===== src/sset_pkg.sv =====
// Shared types and constants for the sorted set algebra engine.
package sset_pkg;

    localparam int SET_CAPACITY = 16;
    localparam int CNT_W        = $clog2(SET_CAPACITY + 1);
    localparam int VAL_W        = 32;
    localparam int IN_USER_W    = 4;
    localparam int OUT_DATA_W   = 40;

    localparam logic [CNT_W-1:0] CAP_CNT = CNT_W'(SET_CAPACITY);

    typedef enum logic [2:0] {
        OP_INSERT = 3'd0,
        OP_SEARCH = 3'd1,
        OP_UNION  = 3'd2,
        OP_INTER  = 3'd3,
        OP_DIFF   = 3'd4,
        OP_CLEAR  = 3'd5
    } t_op;

    typedef enum logic [1:0] {
        ST_ADDED = 2'd0,
        ST_DUP   = 2'd1,
        ST_FULL  = 2'd2
    } t_ins_status;

    typedef enum logic [1:0] {
        CMD_HOLD,
        CMD_INSERT,
        CMD_ROTATE,
        CMD_CLEAR
    } t_cell_cmd;

    typedef struct packed {
        t_cell_cmd               cmd;
        logic signed [VAL_W-1:0] value;
    } t_chain_ctl;

    typedef struct packed {
        logic signed [VAL_W-1:0] head;
        logic                    dup;
        logic                    full;
        logic [CNT_W-1:0]        cnt;
    } t_chain_sts;

endpackage


===== src/sset_cell.sv =====
// One cell of a sorted shift chain: holds one entry and its valid bit.
module sset_cell (
    input  logic                                i_clk,
    input  logic                                i_rst_n,
    input  sset_pkg::t_cell_cmd                 i_cmd,
    input  logic signed [sset_pkg::VAL_W-1:0]   i_value,
    input  logic signed [sset_pkg::VAL_W-1:0]   i_prev_val,
    input  logic                                i_prev_valid,
    input  logic                                i_prev_gt,
    input  logic signed [sset_pkg::VAL_W-1:0]   i_next_val,
    input  logic                                i_next_valid,
    output logic signed [sset_pkg::VAL_W-1:0]   o_val,
    output logic                                o_valid,
    output logic                                o_gt,
    output logic                                o_eq
);

    logic signed [sset_pkg::VAL_W-1:0] r_val;
    logic signed [sset_pkg::VAL_W-1:0] n_val;
    logic                              r_valid;
    logic                              n_valid;

    assign o_gt    = r_valid && (r_val < i_value);
    assign o_eq    = r_valid && (r_val == i_value);
    assign o_val   = r_val;
    assign o_valid = r_valid;

    always_comb begin
        n_val   = r_val;
        n_valid = r_valid;
        unique case (i_cmd)
            sset_pkg::CMD_INSERT: begin
                // Entries below the new value stay; the slot right after them
                // takes the value and everything above moves up one cell.
                if (!o_gt) begin
                    if (i_prev_gt) begin
                        n_val   = i_value;
                        n_valid = 1'b1;
                    end else begin
                        n_val   = i_prev_val;
                        n_valid = i_prev_valid;
                    end
                end
            end
            sset_pkg::CMD_ROTATE: begin
                n_val   = i_next_val;
                n_valid = i_next_valid;
            end
            sset_pkg::CMD_CLEAR: begin
                n_valid = 1'b0;
            end
            sset_pkg::CMD_HOLD: begin
            end
        endcase
    end

    always_ff @(posedge i_clk) begin
        r_val <= n_val;
        if (!i_rst_n) begin
            r_valid <= 1'b0;
        end else begin
            r_valid <= n_valid;
        end
    end

endmodule


===== src/sset_chain.sv =====
// Sorted shift chain holding one set, with its entry count.
module sset_chain (
    input  logic                 i_clk,
    input  logic                 i_rst_n,
    input  sset_pkg::t_chain_ctl i_ctl,
    output sset_pkg::t_chain_sts o_sts
);

    logic signed [sset_pkg::VAL_W-1:0] w_val   [sset_pkg::SET_CAPACITY];
    logic                              w_valid [sset_pkg::SET_CAPACITY];
    logic [sset_pkg::SET_CAPACITY-1:0] w_gt;
    logic [sset_pkg::SET_CAPACITY-1:0] w_eq;
    logic [sset_pkg::CNT_W-1:0]        r_cnt;
    logic [sset_pkg::CNT_W-1:0]        n_cnt;

    for (genvar g = 0; g < sset_pkg::SET_CAPACITY; g++) begin : g_cell
        logic signed [sset_pkg::VAL_W-1:0] prev_val;
        logic                              prev_valid;
        logic                              prev_gt;

        if (g == 0) begin : g_head
            // The head acts as if an entry below every value stood before it.
            assign prev_val   = '0;
            assign prev_valid = 1'b0;
            assign prev_gt    = 1'b1;
        end else begin : g_body
            assign prev_val   = w_val[g-1];
            assign prev_valid = w_valid[g-1];
            assign prev_gt    = w_gt[g-1];
        end

        sset_cell u_cell (
            .i_clk        (i_clk),
            .i_rst_n      (i_rst_n),
            .i_cmd        (i_ctl.cmd),
            .i_value      (i_ctl.value),
            .i_prev_val   (prev_val),
            .i_prev_valid (prev_valid),
            .i_prev_gt    (prev_gt),
            .i_next_val   (w_val[(g + 1) % sset_pkg::SET_CAPACITY]),
            .i_next_valid (w_valid[(g + 1) % sset_pkg::SET_CAPACITY]),
            .o_val        (w_val[g]),
            .o_valid      (w_valid[g]),
            .o_gt         (w_gt[g]),
            .o_eq         (w_eq[g])
        );
    end

    always_comb begin
        n_cnt = r_cnt;
        unique case (i_ctl.cmd)
            sset_pkg::CMD_INSERT: n_cnt = r_cnt + sset_pkg::CNT_W'(1);
            sset_pkg::CMD_CLEAR:  n_cnt = '0;
            sset_pkg::CMD_HOLD,
            sset_pkg::CMD_ROTATE: n_cnt = r_cnt;
        endcase
    end

    always_ff @(posedge i_clk) begin
        if (!i_rst_n) begin
            r_cnt <= '0;
        end else begin
            r_cnt <= n_cnt;
        end
    end

    assign o_sts.head = w_val[0];
    assign o_sts.dup  = |w_eq;
    assign o_sts.full = (r_cnt == sset_pkg::CAP_CNT);
    assign o_sts.cnt  = r_cnt;

endmodule


===== src/sorted_set_algebra_engine_top.sv =====
// Top level of the sorted set algebra engine: two set chains and the merge sequencer.
//
//   channel  direction  handshake                     payload
//   s_axis   in         s_axis_tvalid/s_axis_tready   tdata value, tuser operation+target set
//   m_axis   out        m_axis_tvalid/m_axis_tready   tdata value/found/status, tuser, tlast
//
// Insert, search and clear need no sequencing; the chain compares all cells at once.
// A union, intersection or difference runs its merge steps (at most count A + count B),
// then a merge step that sees both sets used up, then the flush state for the final word,
// and then rotates both chains back to their home position. No input is taken meanwhile.
// Merge steps wait while the output register holds an untaken word.
// Reset is synchronous and active low; it empties both sets at once.
module sorted_set_algebra_engine_top (
    input  logic        i_clk,
    input  logic        i_rst_n,
    input  logic        s_axis_tvalid,
    output logic        s_axis_tready,
    input  logic [31:0] s_axis_tdata,   // [31:0] value
    input  logic [3:0]  s_axis_tuser,   // [2:0] operation, [3] target_set
    output logic        m_axis_tvalid,
    input  logic        m_axis_tready,
    output logic [39:0] m_axis_tdata,   // [31:0] result_value, [32] found, [34:33] status
    output logic        m_axis_tuser,   // [0] has_value
    output logic        m_axis_tlast
);

    typedef enum logic [1:0] {
        S_IDLE,
        S_MERGE,
        S_FLUSH,
        S_RESTORE
    } t_state;

    t_state                            r_state, n_state;
    sset_pkg::t_op                     r_mode, n_mode;
    logic [sset_pkg::CNT_W-1:0]        r_rot_a, n_rot_a;
    logic [sset_pkg::CNT_W-1:0]        r_rot_b, n_rot_b;
    logic signed [sset_pkg::VAL_W-1:0] r_pend, n_pend;
    logic                              r_pend_v, n_pend_v;
    logic                              r_ov, n_ov;
    logic [sset_pkg::OUT_DATA_W-1:0]   r_odata, n_odata;
    logic                              r_ouser, n_ouser;
    logic                              r_olast, n_olast;

    sset_pkg::t_chain_ctl ctl_a, ctl_b;
    sset_pkg::t_chain_sts sts_a, sts_b;

    sset_pkg::t_op                     in_op;
    logic                              in_sel;
    logic signed [sset_pkg::VAL_W-1:0] in_val;
    logic                              can_push;
    logic                              tgt_dup;
    logic                              tgt_full;
    logic                              ex_a, ex_b;
    logic                              take_a, take_b;
    logic                              emit;
    logic signed [sset_pkg::VAL_W-1:0] emit_val;

    assign in_op    = sset_pkg::t_op'(s_axis_tuser[2:0]);
    assign in_sel   = s_axis_tuser[3];
    assign in_val   = $signed(s_axis_tdata);
    assign can_push = !r_ov || m_axis_tready;
    assign tgt_dup  = in_sel ? sts_b.dup  : sts_a.dup;
    assign tgt_full = in_sel ? sts_b.full : sts_a.full;

    // Chains are popped by rotating; a set is used up once all its entries went by.
    assign ex_a     = (r_rot_a == sts_a.cnt);
    assign ex_b     = (r_rot_b == sts_b.cnt);
    assign take_a   = !ex_a && (ex_b || (sts_a.head < sts_b.head));
    assign take_b   = !ex_b && (ex_a || (sts_b.head < sts_a.head));
    assign emit_val = take_b ? sts_b.head : sts_a.head;

    always_comb begin
        unique case (r_mode)
            sset_pkg::OP_UNION: emit = 1'b1;
            sset_pkg::OP_INTER: emit = !take_a && !take_b;
            sset_pkg::OP_DIFF:  emit = take_a;
            default:            emit = 1'b0;
        endcase
    end

    assign s_axis_tready = (r_state == S_IDLE) && can_push;

    always_comb begin
        n_state  = r_state;
        n_mode   = r_mode;
        n_rot_a  = r_rot_a;
        n_rot_b  = r_rot_b;
        n_pend   = r_pend;
        n_pend_v = r_pend_v;
        n_ov     = r_ov && !m_axis_tready;
        n_odata  = r_odata;
        n_ouser  = r_ouser;
        n_olast  = r_olast;
        ctl_a    = '{cmd: sset_pkg::CMD_HOLD, value: in_val};
        ctl_b    = '{cmd: sset_pkg::CMD_HOLD, value: in_val};

        unique case (r_state)
            S_IDLE: begin
                if (s_axis_tvalid && can_push) begin
                    unique case (in_op)
                        sset_pkg::OP_INSERT: begin
                            n_ov    = 1'b1;
                            n_odata = '0;
                            n_ouser = 1'b0;
                            n_olast = 1'b1;
                            if (tgt_dup) begin
                                n_odata[34:33] = sset_pkg::ST_DUP;
                            end else if (tgt_full) begin
                                n_odata[34:33] = sset_pkg::ST_FULL;
                            end else begin
                                n_odata[34:33] = sset_pkg::ST_ADDED;
                                if (in_sel) begin
                                    ctl_b.cmd = sset_pkg::CMD_INSERT;
                                end else begin
                                    ctl_a.cmd = sset_pkg::CMD_INSERT;
                                end
                            end
                        end
                        sset_pkg::OP_SEARCH: begin
                            n_ov        = 1'b1;
                            n_odata     = '0;
                            n_odata[32] = tgt_dup;
                            n_ouser     = 1'b0;
                            n_olast     = 1'b1;
                        end
                        sset_pkg::OP_UNION,
                        sset_pkg::OP_INTER,
                        sset_pkg::OP_DIFF: begin
                            n_mode   = in_op;
                            n_state  = S_MERGE;
                            n_rot_a  = '0;
                            n_rot_b  = '0;
                            n_pend_v = 1'b0;
                        end
                        sset_pkg::OP_CLEAR: begin
                            n_ov    = 1'b1;
                            n_odata = '0;
                            n_ouser = 1'b0;
                            n_olast = 1'b1;
                            if (in_sel) begin
                                ctl_b.cmd = sset_pkg::CMD_CLEAR;
                            end else begin
                                ctl_a.cmd = sset_pkg::CMD_CLEAR;
                            end
                        end
                        default: begin
                        end
                    endcase
                end
            end
            S_MERGE: begin
                if (ex_a && ex_b) begin
                    n_state = S_FLUSH;
                end else if (can_push) begin
                    if (!take_b) begin
                        ctl_a.cmd = sset_pkg::CMD_ROTATE;
                        n_rot_a   = r_rot_a + sset_pkg::CNT_W'(1);
                    end
                    if (!take_a) begin
                        ctl_b.cmd = sset_pkg::CMD_ROTATE;
                        n_rot_b   = r_rot_b + sset_pkg::CNT_W'(1);
                    end
                    // One element is held back so the final one can carry tlast.
                    if (emit) begin
                        if (r_pend_v) begin
                            n_ov    = 1'b1;
                            n_odata = {8'b0, r_pend};
                            n_ouser = 1'b1;
                            n_olast = 1'b0;
                        end
                        n_pend   = emit_val;
                        n_pend_v = 1'b1;
                    end
                end
            end
            S_FLUSH: begin
                if (can_push) begin
                    n_ov    = 1'b1;
                    n_odata = r_pend_v ? {8'b0, r_pend} : '0;
                    n_ouser = r_pend_v;
                    n_olast = 1'b1;
                    n_state = S_RESTORE;
                end
            end
            S_RESTORE: begin
                if (r_rot_a != sset_pkg::CAP_CNT) begin
                    ctl_a.cmd = sset_pkg::CMD_ROTATE;
                    n_rot_a   = r_rot_a + sset_pkg::CNT_W'(1);
                end
                if (r_rot_b != sset_pkg::CAP_CNT) begin
                    ctl_b.cmd = sset_pkg::CMD_ROTATE;
                    n_rot_b   = r_rot_b + sset_pkg::CNT_W'(1);
                end
                if (r_rot_a == sset_pkg::CAP_CNT && r_rot_b == sset_pkg::CAP_CNT) begin
                    n_state = S_IDLE;
                end
            end
        endcase
    end

    always_ff @(posedge i_clk) begin
        r_pend  <= n_pend;
        r_odata <= n_odata;
        r_ouser <= n_ouser;
        r_olast <= n_olast;
        if (!i_rst_n) begin
            r_state  <= S_IDLE;
            r_mode   <= sset_pkg::OP_UNION;
            r_rot_a  <= '0;
            r_rot_b  <= '0;
            r_pend_v <= 1'b0;
            r_ov     <= 1'b0;
        end else begin
            r_state  <= n_state;
            r_mode   <= n_mode;
            r_rot_a  <= n_rot_a;
            r_rot_b  <= n_rot_b;
            r_pend_v <= n_pend_v;
            r_ov     <= n_ov;
        end
    end

    sset_chain u_chain_a (
        .i_clk   (i_clk),
        .i_rst_n (i_rst_n),
        .i_ctl   (ctl_a),
        .o_sts   (sts_a)
    );

    sset_chain u_chain_b (
        .i_clk   (i_clk),
        .i_rst_n (i_rst_n),
        .i_ctl   (ctl_b),
        .o_sts   (sts_b)
    );

    assign m_axis_tvalid = r_ov;
    assign m_axis_tdata  = r_odata;
    assign m_axis_tuser  = r_ouser;
    assign m_axis_tlast  = r_olast;

    a_rot_a_bound: assert property (@(posedge i_clk) disable iff (!i_rst_n)
        r_rot_a <= sset_pkg::CAP_CNT)
        else $error("set A rotation count beyond capacity");

    a_merge_a_in_range: assert property (@(posedge i_clk) disable iff (!i_rst_n)
        (r_state == S_MERGE) |-> (r_rot_a <= sts_a.cnt && r_rot_b <= sts_b.cnt))
        else $error("merge popped more entries than a set holds");

    a_cnt_bound: assert property (@(posedge i_clk) disable iff (!i_rst_n)
        sts_a.cnt <= sset_pkg::CAP_CNT && sts_b.cnt <= sset_pkg::CAP_CNT)
        else $error("set count beyond capacity");

    a_flush_last: assert property (@(posedge i_clk) disable iff (!i_rst_n)
        (r_state == S_FLUSH && can_push) |=> (r_ov && r_olast && r_state == S_RESTORE))
        else $error("final merge word not marked last");

endmodule

===== config.mk =====
export PLATFORM = sky130hd
export DESIGN_NAME = sorted_set_algebra_engine_top
export DESIGN_NICKNAME = d
export VERILOG_FILES = /design/src/sset_pkg.sv /design/src/sset_cell.sv /design/src/sset_chain.sv /design/src/sorted_set_algebra_engine_top.sv
export SDC_FILE = /design/constraint.sdc
export NUM_CORES = 2
export LEC_CHECK = 0
export ABC_AREA = 0
export BUFFER_PORTS_ARGS = -buffer_cell sky130_fd_sc_hd__buf_2
export CAP_MARGIN = 30
export CORE_MARGIN = 5
export CORE_UTILIZATION = 33
export DETAILED_ROUTE_END_ITERATION = 8
export GPL_TIMING_DRIVEN = 0
export SLEW_MARGIN = 15
export SYNTH_ARGS = -nofsm -noshare
export SYNTH_HDL_FRONTEND = slang
export SYNTH_HIERARCHICAL = 1
export SYNTH_SLANG_ARGS = --single-unit

===== constraint.sdc =====
create_clock -name i_clk -period 16.5 [get_ports i_clk]
set_input_delay 0.825 -clock i_clk [delete_from_list [all_inputs] [get_ports i_clk]]
set_output_delay 0.825 -clock i_clk [all_outputs]
set_load 0.02 [all_outputs]

==> summary.md <==
| Metric | Value |
|---|---|
| Clock sink total | 1,152 |
| Leakage power figure | 38.6 nW |
| Final #Nets | 10,800 |
| Worst Path Arrival | 7.50 ns |
| Post_cts resized | 0 |
| Number of optimization iterations in the first detailed-route pass | 6 |
| Critical path's largest stage delay | 0.64 ns |
| Ratio of routed vias to standard cells | 5.71 |
| Top-level port count | 84 |
| Relative contribution of the clock network to total power | 20.6% |
| Critical path capture point type | register |
| Max-slew violation count | 0 |
| Mapped cell area | 87,800 um2 |
| Global placer's final weighted congestion | 0.926 |
| Run status | completed |
| Area of the core | 265,000 um2 |
| Clock Skew | 0.0374 ns |
| Switching share of power | 41.6% |
| Number of rows in the core area | 189 |
| Post-DR wirelength/cell | 23.7 um |
| Final global-route overflow total | 0 |
| Count of vias placed by the detailed router | 76,100 |
| Net switching power | 6.02 mW |
| Post-route worst hold slack | 0.336 ns |
| Worst setup slack after layout | 9.55 ns |
| Clock H-tree levels | 4 |
| Final critical-path required period | 6.95 ns |
| Unrepaired setup endpoints after global routing | false |
| Vias in the first global route | 74,900 |
| Tightest Pin Transition | 0.937 ns |
| Relative area change from synthesis to final layout | 13.4% |
| Share of power burned in registers | 40.1% |
| Peak fanout along the critical path | 34 |
| PD cells | 145 nW/um2 |
| X dimension of the die | 526 um |
| First-pass GRT wire length | 464,000 um |
| Number of max-capacitance violations reported | 0 |
| Antenna-violating nets left | 0 |
| Starting DRC count in detailed routing | 8,306 |
| Detailed-route wire length | 316,000 um |
| Worst slack, placed | 8.76 ns |
| Peak VDD IR | 0.134 mV |
| Type of the worst setup path | input pin to register |
| Final worst path period share | 42.1% |
| Tightest slew margin relative to the limit | 37.0% |
| Cells on Worst Hold Path | 3 |
| Count of port buffers added during placement | 77 |
| Combinational fraction of design power | 39.3% |
| Worst min-delay path class | input pin to register |
| Number of buffers created by CTS | 134 |
| Initial antenna violation count | 6 |
| DP HPWL | 241,000 um |
| Int Pwr | 8.44 mW |
| Overall Global Routing Usage | 21.7% |
| Worst path required time | 17.05 ns |
| Clock insertion delay at the later pin of the skew report | 0.80 ns |
| Number of remaining DRC errors | 0 |
| CTS tree | yes |
| Startpoint types | input pin |
| Worst path slowest cell | sky130_fd_sc_hd__or4_1 |
| Layout cells sized above 1 | 7.46% |
| Count of cells along the worst register-to-register path | 18 |
| Sequence of cells on the critical path | buf_4 > buf_12 > inv_1 > ha_1 > nand4_1 > nor4_1 > and3_1 > nor4_1 > buf_2 > nand4_1 > or4_1 > a2111oi_2 > buf_2 > buf_2 > buf_2 > buf_2 > buf_2 > buf_2 > nor2b_1 > buf_2 > nor3_1 > a21oi_4 > buf_16 |
| Root buffer selected by CTS | sky130_fd_sc_hd__clkbuf_16 |
| Placement-stage cell area | 95,300 um2 |
| Non-filler instance count after layout | 13,300 |
| CP dominant cell by count | sky130_fd_sc_hd__buf_2 |
| Initial cell density of the core | 33.1% |
| Maximum number of pins on one net before global-route repair | 54 |
| Post-CTS setup repair buffer count | 0 |
| Number of warnings reported in the yosys synthesis log | 6 |
| Fin Setup TNS | 0 ns |
| Average cell area after synthesis | 9.42 um2 |
| Gate count after technology mapping | 9,317 |
| Final standard cell area without fillers | 99,600 um2 |
| Count of endpoints failing setup in the final report | 0 |
| Hold_buf cts | 0 |
| Number of cells after detailed placement | 13,100 |
| Bufs on Longest Clock Path | 3 |
| Total die area | 276,000 um2 |
| Vertical extent of the die | 526 um |
| Top achievable clock speed | 0.144 GHz |
| Clock transition at path regs | 0.06 ns |
| Fin. Hold Viols | 0 |
==> state kept, by name, summed over array words and instances, names as in the netlist <==
signal	flops
m_axis_tdata	35
m_axis_tlast	1
m_axis_tuser	1
m_axis_tvalid	1
r_mode	3
r_pend	32
r_pend_v	1
r_rot_a	5
r_rot_b	5
r_state	2
u_chain_a/g_cell.u_cell/o_val	512
u_chain_a/g_cell.u_cell/o_valid	16
u_chain_a/r_cnt	5
u_chain_b/g_cell.u_cell/o_val	512
u_chain_b/g_cell.u_cell/o_valid	16
u_chain_b/r_cnt	5
==> cells in the final DEF, fill, tap and decap left out, types with 99 or more instances in the layout <==
cell / instances
sky130_fd_sc_hd__nor3_1: 99
sky130_fd_sc_hd__o21ai_0: 1160
sky130_fd_sc_hd__nand3_1: 171
sky130_fd_sc_hd__buf_2: 126
sky130_fd_sc_hd__clkbuf_1: 194
sky130_fd_sc_hd__a21oi_1: 469
sky130_fd_sc_hd__nor2_1: 192
sky130_fd_sc_hd__nand2_1: 1355
sky130_fd_sc_hd__inv_1: 1170
sky130_fd_sc_hd__nand4_1: 171
sky130_fd_sc_hd__ha_1: 1069
sky130_fd_sc_hd__clkbuf_16: 139
sky130_fd_sc_hd__buf_1: 125
sky130_fd_sc_hd__mux2i_1: 1060
sky130_fd_sc_hd__edfxtp_1: 1093
==> through the flow <==
step                util, %  power [mW]
floorplan                 -        8.93
global placement       35.0        10.9
detailed placement     36.0        11.3
CTS                    37.6        14.3
global route           37.6        15.2
finish                 37.6        14.5
==> final cells by class <==
cell class	instances	area, um2
Buffer	369	1490
Clock inverter	72	589
Fill cell	26200	165000
Tap cell	3533	4420
Timing Repair Buffer	169	2450
Clock buffer	171	3670
Sequential cell	1152	34000
Multi-Input combinational cell	6694	48600
Antenna cell	2	5.00
Inverter	1170	4390
==> path summary, 6_finish.rpt <==
check	slack, ns	end	startpoint
max reg2reg	10.00	u_chain_b/g_cell[7].u_cell/o_val[30]	u_chain_b/g_cell[0].u_cell/o_val[9]
min reg2reg	0.50	r_mode[1]	r_mode[1]
max	9.55	u_chain_a/g_cell[11].u_cell/o_val[27]	s_axis_tdata[14]
min	0.34	r_mode[0]	s_axis_tuser[0]
==> routing by layer <==
layer	global-route usage (%)	vias to the layer above	wire length, um
li1	-	34200	-
met1	28.8	37000	131000
met2	34.0	4008	140000
met3	3.85	851	29300
met4	10.6	6	16600
met5	0	-	41
==> critical path, delay by kind of cell <==
kind | cells | cell delay [ns]
buffers and inverters | 12 | 3.07
and+or+nand+nor | 8 | 2.46
AOI/OAI and AO/OA | 2 | 0.69
adders and majority gates | 1 | 0.34
==> power groups by stage <==
| stage | logic [mW] | registers (mW) | clock network, mW |
|---|---|---|---|
| detailed placement | 5.53 | 5.79 | 0 |
| global route | 6.24 | 5.82 | 3.14 |
| CTS | 5.56 | 5.74 | 3.02 |
| floorplan | 3.70 | 5.23 | 0 |
| global placement | 4.99 | 5.86 | 0 |
| finish | 5.68 | 5.81 | 2.98 |
No activity file was read; power rests on OpenSTA's default activity.
